$ cat src/design/clns_pkg.sv
// shared types and constants for the character lcd nibble sequencer
package clns_pkg;

    typedef enum logic [1:0] {
        MODE_UNINIT = 2'd0,
        MODE_INIT   = 2'd1,
        MODE_XFER   = 2'd2,
        MODE_IDLE   = 2'd3
    } mode_t;

    typedef enum logic [2:0] {
        PH_IDLE       = 3'd0,
        PH_HI_LOW     = 3'd1,
        PH_LO_HIGH    = 3'd2,
        PH_LO_LOW     = 3'd3,
        PH_SINGLE_LOW = 3'd4
    } phase_t;

    typedef enum logic [2:0] {
        KIND_POLL    = 3'd0,
        KIND_ACK     = 3'd1,
        KIND_LOAD    = 3'd2,
        KIND_FULL    = 3'd3,
        KIND_PARTIAL = 3'd4,
        KIND_ERROR   = 3'd5
    } kind_t;

    typedef enum logic [2:0] {
        SEQ_WAIT  = 3'd0,
        SEQ_DIV   = 3'd1,
        SEQ_EXEC  = 3'd2,
        SEQ_STORE = 3'd3,
        SEQ_OUT   = 3'd4
    } seq_state_t;

    localparam logic [1:0] STATUS_NONE     = 2'd0;
    localparam logic [1:0] STATUS_ACCEPTED = 2'd1;
    localparam logic [1:0] STATUS_REJECTED = 2'd2;

    localparam logic [3:0] REG_ROW_COUNT   = 4'h0;
    localparam logic [3:0] REG_COL_COUNT   = 4'h4;
    localparam logic [3:0] REG_POWER_DELAY = 4'h8;
    localparam logic [3:0] REG_LONG_DELAY  = 4'hC;

    localparam logic [7:0] CMD_SET_DDRAM = 8'h80;
    localparam logic [7:0] CMD_CLEAR     = 8'h01;
    localparam logic [7:0] CMD_HOME      = 8'h02;
    localparam logic [3:0] NIB_WAKE      = 4'h3;
    localparam logic [3:0] NIB_FOUR_BIT  = 4'h2;

    // divider request and answer between sequencer and divider
    typedef struct packed {
        logic       start;
        logic [7:0] dividend;
        logic [5:0] divisor;
    } div_req_t;

    typedef struct packed {
        logic       done;
        logic [7:0] quotient;
        logic [5:0] remainder;
    } div_rsp_t;

    function automatic logic [7:0] row_base(input logic [1:0] row);
        logic [7:0] base;
        begin
            unique case (row)
                2'd0: base = 8'h00;
                2'd1: base = 8'h40;
                2'd2: base = 8'h14;
                default: base = 8'h54;
            endcase
            return base;
        end
    endfunction

    function automatic logic [7:0] init_byte(input logic [1:0] sel);
        logic [7:0] b;
        begin
            unique case (sel)
                2'd0: b = 8'h28;
                2'd1: b = 8'h0C;
                2'd2: b = CMD_CLEAR;
                default: b = 8'h06;
            endcase
            return b;
        end
    endfunction

endpackage

$ cat src/design/char_lcd_nibble_sequencer_core.sv
// top level of the character lcd nibble sequencer
// Each transaction yields exactly one result transaction, and the next one is
// accepted only once that result has been taken. Loads, acks, errors, write
// requests and most polls go through accept, decode, execute and result. A
// poll that starts a byte of a write runs a shift-subtract divider to split
// the cell index into row and column. A byte of a full write also reads the
// screen memory. A character of a partial write divides twice to spot a row
// crossing. Registers: row_count at 0x0, column_count at 0x4,
// power_on_delay_ms at 0x8, long_command_delay_ms at 0xC; write only while the
// block is idle. Screen memory is not cleared at reset.
module char_lcd_nibble_sequencer_core #(
    parameter int SCREEN_DEPTH = 128
) (
    input  logic        aclk,
    input  logic        aresetn,
    input  logic        psel,
    input  logic        penable,
    input  logic        pwrite,
    input  logic [3:0]  paddr,
    input  logic [31:0] pwdata,
    output logic [31:0] prdata,
    output logic        pready,
    input  logic        s_valid,
    output logic        s_ready,
    input  logic [2:0]  s_kind,
    input  logic [7:0]  s_elapsed_ms,
    input  logic [6:0]  s_char_index,
    input  logic [7:0]  s_char_code,
    input  logic [6:0]  s_position,
    input  logic [6:0]  s_length,
    output logic        m_valid,
    input  logic        m_ready,
    output logic        m_pin_write,
    output logic [3:0]  m_pin_nibble,
    output logic        m_pin_rs,
    output logic        m_pin_enable,
    output logic [1:0]  m_request_status,
    output logic        m_ready_res
);
    import clns_pkg::*;

    localparam int AW = $clog2(SCREEN_DEPTH);

    // config registers
    logic [2:0] row_count_reg;
    logic [4:0] col_count_reg;
    logic [7:0] pod_reg, lcd_reg;
    logic       cfg_wr;

    assign pready = 1'b1;
    assign cfg_wr = psel && penable && pwrite;

    always_ff @(posedge aclk) begin
        if (!aresetn) begin
            row_count_reg <= 3'd4;
            col_count_reg <= 5'd20;
            pod_reg       <= 8'd15;
            lcd_reg       <= 8'd2;
        end else if (cfg_wr) begin
            unique case (paddr)
                REG_ROW_COUNT:   row_count_reg <= pwdata[2:0];
                REG_COL_COUNT:   col_count_reg <= pwdata[4:0];
                REG_POWER_DELAY: pod_reg       <= pwdata[7:0];
                REG_LONG_DELAY:  lcd_reg       <= pwdata[7:0];
                default: ;
            endcase
        end
    end

    always_comb begin
        unique case (paddr)
            REG_ROW_COUNT:   prdata = {29'd0, row_count_reg};
            REG_COL_COUNT:   prdata = {27'd0, col_count_reg};
            REG_POWER_DELAY: prdata = {24'd0, pod_reg};
            REG_LONG_DELAY:  prdata = {24'd0, lcd_reg};
            default:         prdata = '0;
        endcase
    end

    // controller state
    mode_t      mode_reg, mode_next;
    phase_t     phase_reg, phase_next;
    logic [3:0] init_step_reg, init_step_next;
    logic       ack_seen_reg, ack_seen_next;
    logic [7:0] tick_reg, tick_next;
    logic [7:0] delay_reg, delay_next;
    logic [7:0] byte_reg, byte_next;
    logic       rs_reg, rs_next;
    logic [3:0] single_reg, single_next;
    logic       wact_reg, wact_next;
    logic       wpart_reg, wpart_next;
    logic [6:0] full_idx_reg, full_idx_next;
    logic [6:0] pstart_reg, pstart_next;
    logic [6:0] plen_reg, plen_next;
    logic [6:0] psent_reg, psent_next;
    logic       ncur_reg, ncur_next;

    // sequencer and captured transaction
    seq_state_t seq_reg, seq_next;
    logic [2:0] kind_reg;
    logic [7:0] el_reg;
    logic [6:0] ci_reg, pos_reg, len_reg;
    logic [7:0] cc_reg;
    logic [7:0] q1_reg;         // quotient of the earlier division
    logic [1:0] dphase_reg, dphase_next;

    // output register
    logic       ov_reg;
    logic       opw_reg, ors_reg, oen_reg, ordy_reg;
    logic [3:0] onib_reg;
    logic [1:0] ost_reg;

    // result of the execute step
    logic       pw, prs, pe;
    logic [3:0] pn;
    logic [1:0] status;
    logic       need_div, need_mem;

    // divider
    div_req_t   dreq;
    div_rsp_t   drsp;
    clns_divider u_div (.aclk(aclk), .aresetn(aresetn), .req(dreq), .rsp(drsp));

    // screen memory
    logic [AW-1:0] rd_addr;
    logic [AW-1:0] wr_idx;
    logic [7:0]    rd_data;
    logic          wr_en;
    logic [8:0]    mem_idx;
    clns_screen_ram #(.Depth(SCREEN_DEPTH)) u_ram (
        .aclk(aclk), .wr_en(wr_en), .wr_addr(wr_idx), .wr_data(cc_reg),
        .rd_addr(rd_addr), .rd_data(rd_data)
    );
    assign wr_idx = AW'({1'b0, ci_reg});
    assign wr_en = (seq_reg == SEQ_EXEC) && (kind_reg == KIND_LOAD)
                   && ({2'b0, ci_reg} < 9'(SCREEN_DEPTH));

    logic [5:0] divr;
    logic [7:0] tsum;
    logic [7:0] eff_delay;
    logic       poll_live;   // poll starts the next byte of a write
    logic [7:0] step8, total8, ftotal;
    logic [7:0] pos_cur, pos_nxt;

    assign divr  = (col_count_reg == 5'd0) ? 6'd1 : {1'b0, col_count_reg};
    assign step8 = {3'd0, col_count_reg} + 8'd1;
    assign tsum  = 8'(({1'b0, tick_reg} + {1'b0, el_reg}) > 9'd255 ? 9'd255
                      : {1'b0, tick_reg} + {1'b0, el_reg});
    assign eff_delay = (delay_reg > el_reg) ? 8'(delay_reg - el_reg) : 8'd0;
    assign poll_live = ack_seen_reg && eff_delay == 8'd0
                       && mode_reg != MODE_UNINIT && mode_reg != MODE_IDLE
                       && phase_reg == PH_IDLE && mode_reg == MODE_XFER && wact_reg;

    // full write total steps, clipped at 127
    logic [10:0] tot_raw;
    assign tot_raw = 11'({5'd0, row_count_reg} * {3'd0, step8});
    assign total8  = 8'((tot_raw > 11'd127) ? 11'd127 : tot_raw);
    assign ftotal  = total8;
    assign pos_cur = {1'b0, pstart_reg} + {1'b0, psent_reg};
    assign pos_nxt = pos_cur + 8'd1;

    // decide which division and memory read the data step needs
    always_comb begin
        need_div = 1'b0;
        need_mem = 1'b0;
        if (kind_reg == KIND_POLL && poll_live) begin
            if (wpart_reg) begin
                if (psent_reg < plen_reg) begin
                    need_div = 1'b1;
                    need_mem = !ncur_reg;
                end
            end else if ({1'b0, full_idx_reg} < ftotal) begin
                need_div = 1'b1;
                need_mem = 1'b1;
            end
        end
    end

    // division operands per sub-step: partial cursor -> pos_cur, partial data ->
    // current cell then next cell, full -> full_idx / step
    always_comb begin
        dreq.start    = 1'b0;
        dreq.dividend = 8'd0;
        dreq.divisor  = divr;
        dphase_next   = dphase_reg;
        if (seq_reg == SEQ_WAIT && seq_next == SEQ_DIV) begin
            dreq.start = 1'b1;
            dphase_next = 2'd0;
            if (wpart_reg) begin
                dreq.dividend = ncur_reg ? pos_cur : pos_cur;
            end else begin
                dreq.dividend = {1'b0, full_idx_reg};
                dreq.divisor  = step8[5:0];
            end
        end else if (seq_reg == SEQ_DIV && drsp.done && wpart_reg && !ncur_reg
                     && dphase_reg == 2'd0) begin
            dreq.start    = 1'b1;
            dreq.dividend = pos_nxt;
            dphase_next   = 2'd1;
        end
    end

    // memory read address: partial reads cell by count, full by row/column
    always_comb begin
        if (wpart_reg) begin
            mem_idx = {2'd0, psent_reg};
        end else begin
            mem_idx = 9'({1'b0, drsp.quotient} * {3'd0, col_count_reg})
                      + 9'(drsp.remainder) - 9'd1;
        end
        rd_addr = mem_idx[AW-1:0];
    end

    // sequencer next state
    always_comb begin
        seq_next = seq_reg;
        unique case (seq_reg)
            SEQ_WAIT: begin
                if (s_valid && s_ready) seq_next = SEQ_DIV;
            end
            SEQ_DIV: begin
                if (!need_div) seq_next = SEQ_EXEC;
                else if (drsp.done && !(wpart_reg && !ncur_reg && dphase_reg == 2'd0))
                    seq_next = need_mem ? SEQ_STORE : SEQ_EXEC;
            end
            SEQ_STORE: seq_next = SEQ_EXEC;
            SEQ_EXEC:  seq_next = SEQ_OUT;
            SEQ_OUT:   seq_next = (!ov_reg || m_ready) ? SEQ_WAIT : SEQ_OUT;
            default:   seq_next = SEQ_WAIT;
        endcase
    end

    // execute step: the item update
    logic       memok;
    logic [7:0] cell_data;
    logic [7:0] addr8;
    logic [9:0] area;
    assign memok     = ({1'b0, mem_idx} < 10'(SCREEN_DEPTH)) && !mem_idx[8];
    assign cell_data = memok ? rd_data : 8'd0;
    assign area      = 10'({7'd0, row_count_reg} * {5'd0, col_count_reg});

    always_comb begin
        mode_next = mode_reg; phase_next = phase_reg; init_step_next = init_step_reg;
        ack_seen_next = ack_seen_reg; tick_next = tick_reg; delay_next = delay_reg;
        byte_next = byte_reg; rs_next = rs_reg; single_next = single_reg;
        wact_next = wact_reg; wpart_next = wpart_reg; full_idx_next = full_idx_reg;
        pstart_next = pstart_reg; plen_next = plen_reg; psent_next = psent_reg;
        ncur_next = ncur_reg;
        pw = 1'b0; pn = 4'd0; prs = 1'b0; pe = 1'b0; status = STATUS_NONE;
        addr8 = 8'd0;
        if (seq_reg == SEQ_EXEC) begin
            unique case (kind_reg)
                KIND_POLL: begin
                    tick_next = tsum;
                    if (ack_seen_reg) begin
                        delay_next = eff_delay;
                        if (eff_delay == 8'd0) begin
                            if (mode_reg == MODE_UNINIT) begin
                                if (tsum >= pod_reg) begin
                                    mode_next = MODE_INIT; init_step_next = 4'd0;
                                    phase_next = PH_IDLE;
                                end
                            end else if (mode_reg != MODE_IDLE) begin
                                unique case (phase_reg)
                                    PH_IDLE: begin
                                        if (mode_reg == MODE_INIT) begin
                                            if (init_step_reg <= 4'd3) begin
                                                single_next = (init_step_reg < 4'd3)
                                                    ? NIB_WAKE : NIB_FOUR_BIT;
                                                pw = 1'b1; pn = single_next; pe = 1'b1;
                                                phase_next = PH_SINGLE_LOW;
                                            end else if (init_step_reg <= 4'd7) begin
                                                byte_next = init_byte(
                                                    2'(init_step_reg - 4'd4));
                                                rs_next = 1'b0;
                                                pw = 1'b1; pn = byte_next[7:4]; pe = 1'b1;
                                                phase_next = PH_HI_LOW;
                                            end else begin
                                                mode_next = MODE_IDLE;
                                            end
                                        end else if (!wact_reg) begin
                                            mode_next = MODE_IDLE;
                                        end else if (wpart_reg) begin
                                            if (psent_reg >= plen_reg) begin
                                                wact_next = 1'b0; mode_next = MODE_IDLE;
                                            end else if (ncur_reg) begin
                                                addr8 = row_base(drsp.quotient[1:0])
                                                        + {2'd0, drsp.remainder};
                                                byte_next = CMD_SET_DDRAM | addr8;
                                                rs_next = 1'b0;
                                                pw = 1'b1; pn = byte_next[7:4]; pe = 1'b1;
                                                phase_next = PH_HI_LOW;
                                                ncur_next = 1'b0;
                                            end else begin
                                                byte_next = cell_data; rs_next = 1'b1;
                                                pw = 1'b1; prs = 1'b1; pn = cell_data[7:4];
                                                pe = 1'b1; phase_next = PH_HI_LOW;
                                                psent_next = psent_reg + 7'd1;
                                                if (psent_next < plen_reg) begin
                                                    if (q1_reg != drsp.quotient)
                                                        ncur_next = 1'b1;
                                                end else begin
                                                    wact_next = 1'b0;
                                                end
                                            end
                                        end else begin
                                            if ({1'b0, full_idx_reg} >= ftotal) begin
                                                wact_next = 1'b0; mode_next = MODE_IDLE;
                                            end else begin
                                                if (drsp.remainder == 6'd0) begin
                                                    byte_next = CMD_SET_DDRAM
                                                        | row_base(drsp.quotient[1:0]);
                                                    rs_next = 1'b0;
                                                end else begin
                                                    byte_next = cell_data; rs_next = 1'b1;
                                                end
                                                pw = 1'b1; pn = byte_next[7:4];
                                                prs = rs_next; pe = 1'b1;
                                                phase_next = PH_HI_LOW;
                                                full_idx_next = full_idx_reg + 7'd1;
                                                if ({1'b0, full_idx_next} >= ftotal)
                                                    wact_next = 1'b0;
                                            end
                                        end
                                    end
                                    PH_HI_LOW: begin
                                        pw = 1'b1; pn = byte_reg[7:4]; prs = rs_reg;
                                        phase_next = PH_LO_HIGH;
                                    end
                                    PH_LO_HIGH: begin
                                        pw = 1'b1; pn = byte_reg[3:0]; prs = rs_reg;
                                        pe = 1'b1; phase_next = PH_LO_LOW;
                                    end
                                    PH_LO_LOW: begin
                                        pw = 1'b1; pn = byte_reg[3:0]; prs = rs_reg;
                                        phase_next = PH_IDLE;
                                        if (mode_reg == MODE_INIT) begin
                                            delay_next = (byte_reg == CMD_CLEAR
                                                || byte_reg == CMD_HOME) ? lcd_reg : 8'd0;
                                            init_step_next = init_step_reg + 4'd1;
                                        end else begin
                                            delay_next = 8'd0;
                                        end
                                    end
                                    PH_SINGLE_LOW: begin
                                        if (mode_reg == MODE_INIT) begin
                                            pw = 1'b1; pn = single_reg;
                                            delay_next = 8'd0;
                                            init_step_next = init_step_reg + 4'd1;
                                        end
                                        phase_next = PH_IDLE;
                                    end
                                    default: phase_next = PH_IDLE;
                                endcase
                                if (pw) ack_seen_next = 1'b0;
                            end
                        end
                    end
                end
                KIND_ACK: ack_seen_next = 1'b1;
                KIND_LOAD: ;
                KIND_FULL, KIND_PARTIAL: begin
                    if (mode_reg == MODE_IDLE && !wact_reg
                        && !(kind_reg == KIND_PARTIAL
                             && ({3'd0, pos_reg} >= area || len_reg == 7'd0
                                 || {3'd0, pos_reg} + {3'd0, len_reg} > area))) begin
                        if (kind_reg == KIND_FULL) begin
                            full_idx_next = 7'd0; wpart_next = 1'b0;
                        end else begin
                            pstart_next = pos_reg; plen_next = len_reg;
                            psent_next = 7'd0; ncur_next = 1'b1; wpart_next = 1'b1;
                        end
                        wact_next = 1'b1; mode_next = MODE_XFER;
                        phase_next = PH_IDLE; delay_next = 8'd0;
                        status = STATUS_ACCEPTED;
                    end else begin
                        status = STATUS_REJECTED;
                    end
                end
                KIND_ERROR: begin
                    mode_next = MODE_IDLE; phase_next = PH_IDLE; ack_seen_next = 1'b0;
                    wact_next = 1'b0; wpart_next = 1'b0;
                end
                default: ;
            endcase
        end
    end

    assign s_ready = (seq_reg == SEQ_WAIT);

    // sequencer, capture and state registers
    always_ff @(posedge aclk) begin
        if (s_valid && s_ready) begin
            kind_reg <= s_kind; el_reg <= s_elapsed_ms; ci_reg <= s_char_index;
            cc_reg <= s_char_code; pos_reg <= s_position; len_reg <= s_length;
        end
        if (seq_reg == SEQ_DIV && drsp.done && dphase_reg == 2'd0) begin
            q1_reg <= drsp.quotient;
        end
        if (seq_reg == SEQ_EXEC) begin
            opw_reg <= pw; onib_reg <= pn; ors_reg <= prs; oen_reg <= pe;
            ost_reg <= status;
            ordy_reg <= (mode_next == MODE_IDLE) && !wact_next;
        end
        if (!aresetn) begin
            seq_reg <= SEQ_WAIT; ov_reg <= 1'b0; dphase_reg <= 2'd0;
            mode_reg <= MODE_UNINIT; phase_reg <= PH_IDLE; init_step_reg <= '0;
            ack_seen_reg <= 1'b1; tick_reg <= '0; delay_reg <= '0;
            byte_reg <= '0; rs_reg <= 1'b0; single_reg <= '0;
            wact_reg <= 1'b0; wpart_reg <= 1'b0; full_idx_reg <= '0;
            pstart_reg <= '0; plen_reg <= '0; psent_reg <= '0; ncur_reg <= 1'b0;
        end else begin
            seq_reg <= seq_next; dphase_reg <= dphase_next;
            if (seq_reg == SEQ_EXEC) ov_reg <= 1'b1;
            else if (m_ready) ov_reg <= 1'b0;
            mode_reg <= mode_next; phase_reg <= phase_next;
            init_step_reg <= init_step_next; ack_seen_reg <= ack_seen_next;
            tick_reg <= tick_next; delay_reg <= delay_next;
            byte_reg <= byte_next; rs_reg <= rs_next; single_reg <= single_next;
            wact_reg <= wact_next; wpart_reg <= wpart_next;
            full_idx_reg <= full_idx_next; pstart_reg <= pstart_next;
            plen_reg <= plen_next; psent_reg <= psent_next; ncur_reg <= ncur_next;
        end
    end

    assign m_valid          = ov_reg;
    assign m_pin_write      = opw_reg;
    assign m_pin_nibble     = onib_reg;
    assign m_pin_rs         = ors_reg;
    assign m_pin_enable     = oen_reg;
    assign m_request_status = ost_reg;
    assign m_ready_res      = ordy_reg;

    // an issued update always clears the acknowledge flag
    assert property (@(posedge aclk) disable iff (!aresetn)
        (seq_reg == SEQ_EXEC && pw) |=> !ack_seen_reg)
        else $error("pin update without ack clear");
    assert property (@(posedge aclk) disable iff (!aresetn)
        (seq_reg == SEQ_EXEC && !pw) |=> (!opw_reg && onib_reg == 4'd0))
        else $error("idle result carries pin data");
    assert property (@(posedge aclk) disable iff (!aresetn)
        (m_valid && !m_ready) |=> m_valid)
        else $error("result dropped");
    assert property (@(posedge aclk) disable iff (!aresetn)
        wact_reg |-> mode_reg == MODE_XFER)
        else $error("write active outside transfer mode");

endmodule

$ cat src/design/clns_divider.sv
// restoring divider, one quotient bit per cycle
module clns_divider (
    input  logic                aclk,
    input  logic                aresetn,
    input  clns_pkg::div_req_t  req,
    output clns_pkg::div_rsp_t  rsp
);
    import clns_pkg::*;

    logic [7:0] quo_reg, quo_next;
    logic [5:0] rem_reg, rem_next;
    logic [5:0] dsr_reg, dsr_next;
    logic [3:0] cnt_reg, cnt_next;
    logic       busy_reg, busy_next;
    logic       done_reg, done_next;
    logic [6:0] trial;

    // one shift-subtract step per cycle
    always_comb begin
        quo_next  = quo_reg;
        rem_next  = rem_reg;
        dsr_next  = dsr_reg;
        cnt_next  = cnt_reg;
        busy_next = busy_reg;
        done_next = 1'b0;
        trial     = {rem_reg, quo_reg[7]};
        if (req.start) begin
            quo_next  = req.dividend;
            rem_next  = '0;
            dsr_next  = req.divisor;
            cnt_next  = 4'd8;
            busy_next = 1'b1;
        end else if (busy_reg) begin
            if (trial >= {1'b0, dsr_reg}) begin
                rem_next = 6'(trial - {1'b0, dsr_reg});
                quo_next = {quo_reg[6:0], 1'b1};
            end else begin
                rem_next = trial[5:0];
                quo_next = {quo_reg[6:0], 1'b0};
            end
            cnt_next = cnt_reg - 4'd1;
            if (cnt_reg == 4'd1) begin
                busy_next = 1'b0;
                done_next = 1'b1;
            end
        end
    end

    always_ff @(posedge aclk) begin
        quo_reg <= quo_next;
        rem_reg <= rem_next;
        dsr_reg <= dsr_next;
        if (!aresetn) begin
            cnt_reg  <= '0;
            busy_reg <= 1'b0;
            done_reg <= 1'b0;
        end else begin
            cnt_reg  <= cnt_next;
            busy_reg <= busy_next;
            done_reg <= done_next;
        end
    end

    assign rsp.done      = done_reg;
    assign rsp.quotient  = quo_reg;
    assign rsp.remainder = rem_reg;

    // a result only appears after a started division
    assert property (@(posedge aclk) disable iff (!aresetn)
        done_reg |-> !busy_reg)
        else $error("divider done while busy");
    assert property (@(posedge aclk) disable iff (!aresetn)
        req.start |=> busy_reg)
        else $error("divider did not start");
    assert property (@(posedge aclk) disable iff (!aresetn)
        busy_reg |-> cnt_reg != 4'd0)
        else $error("divider count underflow");

endmodule

$ cat src/design/clns_screen_ram.sv
// character store, one write and one registered read per cycle
module clns_screen_ram #(
    parameter int Depth = 128
) (
    input  logic                     aclk,
    input  logic                     wr_en,
    input  logic [$clog2(Depth)-1:0] wr_addr,
    input  logic [7:0]               wr_data,
    input  logic [$clog2(Depth)-1:0] rd_addr,
    output logic [7:0]               rd_data
);
    logic [7:0] mem [Depth];
    logic [7:0] rd_data_reg;

    // write port
    always_ff @(posedge aclk) begin
        if (wr_en) begin
            mem[wr_addr] <= wr_data;
        end
    end

    // registered read port
    always_ff @(posedge aclk) begin
        rd_data_reg <= mem[rd_addr];
    end

    assign rd_data = rd_data_reg;

endmodule

$ cat config.mk
export PLATFORM = sky130hd
export DESIGN_NAME = char_lcd_nibble_sequencer_core
export DESIGN_NICKNAME = d
export VERILOG_FILES = /design/src/design/clns_pkg.sv /design/src/design/char_lcd_nibble_sequencer_core.sv /design/src/design/clns_divider.sv /design/src/design/clns_screen_ram.sv
export SDC_FILE = /design/constraint.sdc
export NUM_CORES = 2
export LEC_CHECK = 0
export CAP_MARGIN = 20
export CORE_MARGIN = 3
export CORE_UTILIZATION = 55
export DETAILED_ROUTE_END_ITERATION = 8
export DONT_BUFFER_PORTS = 1
export PLACE_DENSITY = 0.7
export SLEW_MARGIN = 5
export SYNTH_ARGS = -nofsm -noshare
export SYNTH_HDL_FRONTEND = slang
export SYNTH_HIERARCHICAL = 1
export SYNTH_SLANG_ARGS = --single-unit
$ cat constraint.sdc
create_clock -name aclk -period 11.61 [get_ports aclk]
set_clock_uncertainty 0.2 [all_clocks]
set_input_delay 0.5805 -clock aclk [delete_from_list [all_inputs] [get_ports aclk]]
set_output_delay 0.5805 -clock aclk [all_outputs]
set_load 0.03 [all_outputs]
==> Word-level counts from Yosys, hierarchy flattened <==
Memories as Yosys holds them, arrays and structs flattened. A register that Yosys moved wholly into a read port is not among the register bits.
Cells that the tools add are included.
{ "word_totals": {"ff_bits": 183, "latch_bits": 0, "ram_bits": 1024, "romBits": 0, "inputBits": 83, "output_inout_bits": 45, "elab_cells": 442, "n_memories": 1} }
{ "mem_list": {"columns": ["memory", "words", "word_bits", "read_ports", "rd_clocked_by_memory_dff", "write_ports", "line_no", "source"], "rows": [
  ["u_ram.mem", 128, 8, 1, 1, 1, "clns_screen_ram.sv:12", "logic [7:0] mem [Depth];"]
]} }
{ "classes": {"n_addsub": 15, "n_mul": 3, "n_div": 0, "magnitude_cmp": 17, "n_eq_ne": 56, "shift": 0, "n_mux": 216, "n_bitwise": 8, "n_reduce_logical": 83} }
{ "ops": {"columns": ["operator", "n"], "rows": [
  ["7-bit two-way mux", 35],
  ["8-bit two-way mux", 24],
  ["1-bit two-way mux", 82],
  ["4-bit two-way mux", 14],
  ["3-bit two-way mux", 17],
  ["2-bit two-way mux", 18],
  ["8-bit one-hot mux with 2 select lines", 2],
  ["8-bit one-hot mux with 4 select lines", 1],
  ["2-bit != test, second input constant", 15],
  ["7-bit one-hot mux with 2 select lines", 2],
  ["9-bit two-way mux", 3],
  ["13-bit AND reduction", 2],
  ["1-bit logical AND", 25],
  ["7-bit by 8-bit >= comparator with 1-bit output", 3],
  ["7-bit one-hot mux with 3 select lines", 1],
  ["3-bit by 2-bit == test with 1-bit output, second input constant", 6],
  ["6-bit two-way mux", 3],
  ["3-bit one-hot mux with 3 select lines", 2],
  ["6-bit one-hot mux with 3 select lines", 1],
  ["2-bit nonzero test", 9],
  ["7-bit by 7-bit adder with 8-bit output", 2],
  ["8-bit greater-than comparator", 2],
  ["4-bit one-hot mux with 4 select lines", 1],
  ["3-bit one-hot mux with 5 select lines", 1],
  ["69 further kinds", 127]
]} }

==> Logic depth before layout (Yosys ltp) <==
{ "depth": {"ltp_word": 22, "mapped_depth": 25, "depth_no_buf": 23} }

==> Cells and area by module <==
The synthesis kept the hierarchy.
{ "by_module_without_submodules": {"columns": ["module", "instances", "cells_each", "area_per_inst_um2"], "rows": [
  ["clns_screen_ram", 1, 1634, 39656.8],
  ["char_lcd_nibble_sequencer_core", 1, 1382, 12152.9],
  ["clns_divider", 1, 127, 1356.3]
]} }

==> Worst setup path after synthesis <==
No wires, ideal clock.
{ "synth_path": {"kind": "register to register", "startpoint": "register col_count_reg[2]", "endpoint": "register u_ram.rd_data_reg[0] (netlist: u_ram/rd_data[0]) (read register of u_ram.mem)", "arrival_ns": 5.472, "required_ns": 11.289, "setup_slack_ns": 5.817, "path_stages_with_launch": 17, "cell_sequence": "dfxtp_1 -> clkbuf_1 -> buf_1 -> nand2_1 -> fa_1 -> inv_1 -> fa_1 -> fa_1 -> inv_1 -> fa_1 -> mux2_2 -> clkbuf_1 -> buf_1 -> mux4_2 -> mux4_2 -> mux4_2 -> mux2_2"} }
{ "synth_between": {"elab_chain_len": 4} }
{ "synth_lines": {"columns": ["element", "line_no", "source"], "rows": [
  ["start: declaration", "char_lcd_nibble_sequencer_core.sv:46", "logic [4:0] col_count_reg;"],
  ["start signal: assignment", "char_lcd_nibble_sequencer_core.sv:62", "REG_COL_COUNT: col_count_reg <= pwdata[4:0];"],
  ["8-bit by 5-bit multiplier with 9-bit output", "char_lcd_nibble_sequencer_core.sv:208", "mem_idx = 9'({1'b0, drsp.quotient} * {3'd0, col_count_reg})"],
  ["9-bit by 6-bit adder with 9-bit output", "char_lcd_nibble_sequencer_core.sv:209", "+ 9'(drsp.remainder) - 9'd1;"],
  ["9-bit by 1-bit subtractor with 9-bit output", "char_lcd_nibble_sequencer_core.sv:209", null],
  ["9-bit two-way mux", "char_lcd_nibble_sequencer_core.sv:205", "if (wpart_reg) begin"],
  ["named net mem_idx[2]", "char_lcd_nibble_sequencer_core.sv:129", "logic [8:0] mem_idx;"],
  ["end: declaration", "clns_screen_ram.sv:13", "logic [7:0] rd_data_reg;"]
]} }
The timed path passes the listed nets, and every way through them passes these cells.
A chain may end at the register's enable or synchronous reset.

==> Worst setup path in the final report <==
{ "layout_path": {"startpoint": "register u_div.quo_reg[0]", "endpoint": "register u_ram.rd_data_reg[4] (netlist: u_ram/rd_data[4]) (read register of u_ram.mem)"} }
{ "layout_between": {"elab_chain_len": 4} }
{ "layout_lines": {"columns": ["element", "line_no", "source"], "rows": [
  ["start: declaration", "clns_divider.sv:10", "logic [7:0] quo_reg, quo_next;"],
  ["start signal: assignment", "clns_divider.sv:50", "quo_reg <= quo_next;"],
  ["8-bit by 5-bit multiplier with 9-bit output", "char_lcd_nibble_sequencer_core.sv:208", null],
  ["9-bit by 6-bit adder with 9-bit output", "char_lcd_nibble_sequencer_core.sv:209", null],
  ["9-bit by 1-bit subtractor with 9-bit output", "char_lcd_nibble_sequencer_core.sv:209", null],
  ["9-bit two-way mux", "char_lcd_nibble_sequencer_core.sv:205", null],
  ["named net mem_idx[2]", "char_lcd_nibble_sequencer_core.sv:129", null]
]} }
The timed path passes the listed nets, and every way through them passes these cells.

==> flow_metrics.tcl <==
set metrics [dict create \
    outcome "complete, no violations" \
    start_util_pct 55.7 \
    fin_nets 3465 \
    synth.distinct_cells 82 \
    p_leak_nw 19.9 \
    drcViolationCount 0 \
    ys_top_cells_by_area "edfxtp_1 (62%), mux4_2 (14%), dfxtp_1 (4.4%)" \
    netlist_area_mm2 0.0532 \
    ant_nets 0 \
    dpl.hpwl_mm 78.5 \
    synth_top_cell_by_area "edfxtp_1" \
    worstSkewPairLatency_ns 0.71 \
    hp-class "in -> reg" \
    yosysTopAreaCellShare_pct 61.9 \
    clkSinkCount 1213 \
    worstPathRequired_ns 11.97 \
    grt_pass1_wl_mm 185 \
    peakVddDrop_v 0.000170 \
    drtPass1Iterations 6 \
    fin_crit_sh_pct 59.8 \
    clockBufferDepth 3 \
    slew_headroom_pct 20.5 \
    postSynthCellCount 3143 \
    yosys-top-cells-count "edfxtp_1 (1,096), mux4_2 (339), nor2_1 (265)" \
    postCtsSetupRepairBufs 0 \
    rsz0062_at_grt "no" \
    grt_max_degree 97 \
    fmax_ghz 0.144 \
    wire_per_inst_um 26.5 \
    gp_congestion 0.885 \
    io_pins 128 \
    cts.clk_slew.worst_paths_ns 0.06 \
    regMostFlops "u_ram/mem" \
    drive_gt1_share_pct 18.3 \
    die_x_um 317 \
    cts_made_buffers 118 \
    path_max_fanout 80 \
    syn_area_per_cell_um2 16.9 \
    worstSetupEndpointType "flip-flop" \
    setup_violations 0 \
    p_per_area_mw_per_mm2 211 \
    synthArstFlopShare_pct 0 \
    start_kind "flip-flop" \
    setup-tns-final_ns 0 \
    synthFlopType "edfxtp_1" \
    worstRegToRegCells 13 \
    first_iter_violations 3005 \
    maxCapViolCount 0 \
    antenna_found_initial 2 \
    grt_pass1_vias 29400 \
    globalRouteOverflowTotal 0 \
    routed_wl_mm 121 \
    hold_violations 0 \
    min_from "paddr[2]" \
    synth-edff-count 1096 \
    final_max_slew_viol_count 0 \
    utilization_pct 61.7 \
    area_growth_pct 10.7 \
    cts.root.buffer_cell "clkbuf_16" \
    worstMarginPinSlew_ns 1.19 \
    coreArea_mm2 0.0954 \
    htree_levels 3 \
    post_cts_resized 0 \
    synth-seq-cells 1213 \
    rr_startpoint "u_div/quo_reg[0]" \
    whs_path_depth 4 \
    ys_warn_count 6 \
    row_count 113 \
    antenna_cells 0 \
    cts_tree "yes" \
    min_period_ns 6.95 \
    avgViaCountPerCell 6.25 \
    worstSetupPathType "reg -> reg" \
    fp.dieH_um 317 \
    critical_path_arrival_ns 7.30 \
    yosysSeqAreaShare_pct 66.3 \
    largest_reg_flops 1024 \
    grt.total_usage_pct 24.7 \
    synth.most_common_cell "edfxtp_1" \
    critPathLaunch "u_div/quo_reg[0]" \
    port_buffers 0 \
    die_area_mm2 0.100 \
    vias 28600 \
]
[critical path, stage by stage (launching register included)]
cell and delay, ns:
edfxtp_1 0.66, nand2_1 0.15, fa_1 0.56, inv_1 0.08, fa_1 0.50, fa_1 0.52, inv_1 0.08, fa_1 0.57
mux2_8 0.60, buf_4 0.86, mux4_2 0.45, mux4_2 0.60, mux4_2 0.55, mux2_2 0.31
[cells in the final DEF (no fill, tap or decap), types with 11 or more instances in the layout]
| master | netlist | layout |
|---|---|---|
| nor2b_1 | 28 | 28 |
| nor3_1 | 32 | 31 |
| nand2_1 | 147 | 147 |
| mux4_2 | 339 | 339 |
| fa_1 | 35 | 35 |
| and2_1 | 26 | 26 |
| dfxtp_1 | 117 | 116 |
| mux2i_1 | 55 | 55 |
| o22ai_1 | 13 | 13 |
| bufinv_16 | 0 | 13 |
| conb_1 | 2 | 25 |
| nand3_1 | 51 | 51 |
| o31ai_1 | 11 | 11 |
| a211oi_1 | 14 | 14 |
| xnor2_1 | 44 | 44 |
| o21ai_0 | 65 | 61 |
| or3_1 | 17 | 17 |
| clkinv_1 | 2 | 33 |
| mux2_2 | 20 | 17 |
| nor2_1 | 265 | 265 |
| ha_1 | 134 | 134 |
| a31oi_1 | 11 | 11 |
| inv_1 | 117 | 116 |
| o21bai_1 | 12 | 12 |
| clkbuf_16 | 0 | 121 |
| dlygate4sd3_1 | 0 | 53 |
| clkinv_2 | 0 | 31 |
| a21o_1 | 20 | 20 |
| xor2_1 | 30 | 30 |
| clkbuf_1 | 87 | 15 |
| buf_4 | 32 | 43 |
| nand4_1 | 14 | 14 |
| o21a_1 | 14 | 14 |
| edfxtp_1 | 1096 | 1096 |
| nand2b_1 | 23 | 23 |
| a21oi_1 | 81 | 81 |
[worst paths after layout]
path              slack, ns                to
hold reg to reg        0.27            rs_reg
setup / recovery       4.66  u_ram/rd_data[4]
hold / removal         0.05  row_count_reg[2]
setup reg to reg       4.66  u_ram/rd_data[4]
[metrics by stage]
step           setup WS, ns  hold slack [ns]  std cells  area (um2)  total power, mW
6_report               4.66           0.0528       4581       58900             12.4
5_1_grt                4.43           0.0478       4581       58900             12.8
4_1_cts                4.62          0.00684       4580       58900             12.5
3_5_place_dp           4.65            0.254       4303       54400             8.66
3_3_place_gp           4.70            0.249       4301       54400             8.60
2_1_floorplan          5.82            0.232       3166       53300             7.46
[cells by family (layout without fill, tap and decap cells)]
family / Yosys count / in the layout / share of synthesized area [%]
compound gates: 309 / 309 / 3.84
fa+ha+maj: 170 / 170 / 4.49
flops: 1213 / 1213 / 66.3
buf+inv: 292 / 442 / 2.37
mux: 415 / 415 / 15.8
xor+xnor: 76 / 76 / 1.30
other cells: 2 / 25 / 0.0141
simple gates: 666 / 666 / 5.83
[repair_timing]
item                                   in CTS  in global routing
setup endpoints to repair                   0                  0
hold buffers                               54                  0
endpoints found under the hold margin     103                  0
[power by group]
part	switching [mW]	internal (mW)	total, mW
clock	1.62	2.19	3.81
sequential	0.0608	4.83	4.89
combinational	1.99	1.71	3.70
total	3.67	8.73	12.4
[metal layers]
layer	GRT usage [%]	vias up	wire, um
met5	0	-	29
met4	7.55	4	3620
met3	4.41	219	9220
met2	40.7	1203	60300
met1	34.0	14700	48200
li1	-	12400	-
[area by class of cell]
class / count / area (um2)
clock buffer: 136 / 3080
multi-input combinational: 1661 / 16800
clock inverter: 87 / 803
inverter: 119 / 447
timing repair buffer: 100 / 911
tap: 1265 / 1580
sequential: 1213 / 35300
fill: 6715 / 36600
Power figures use the tool's default switching activity.
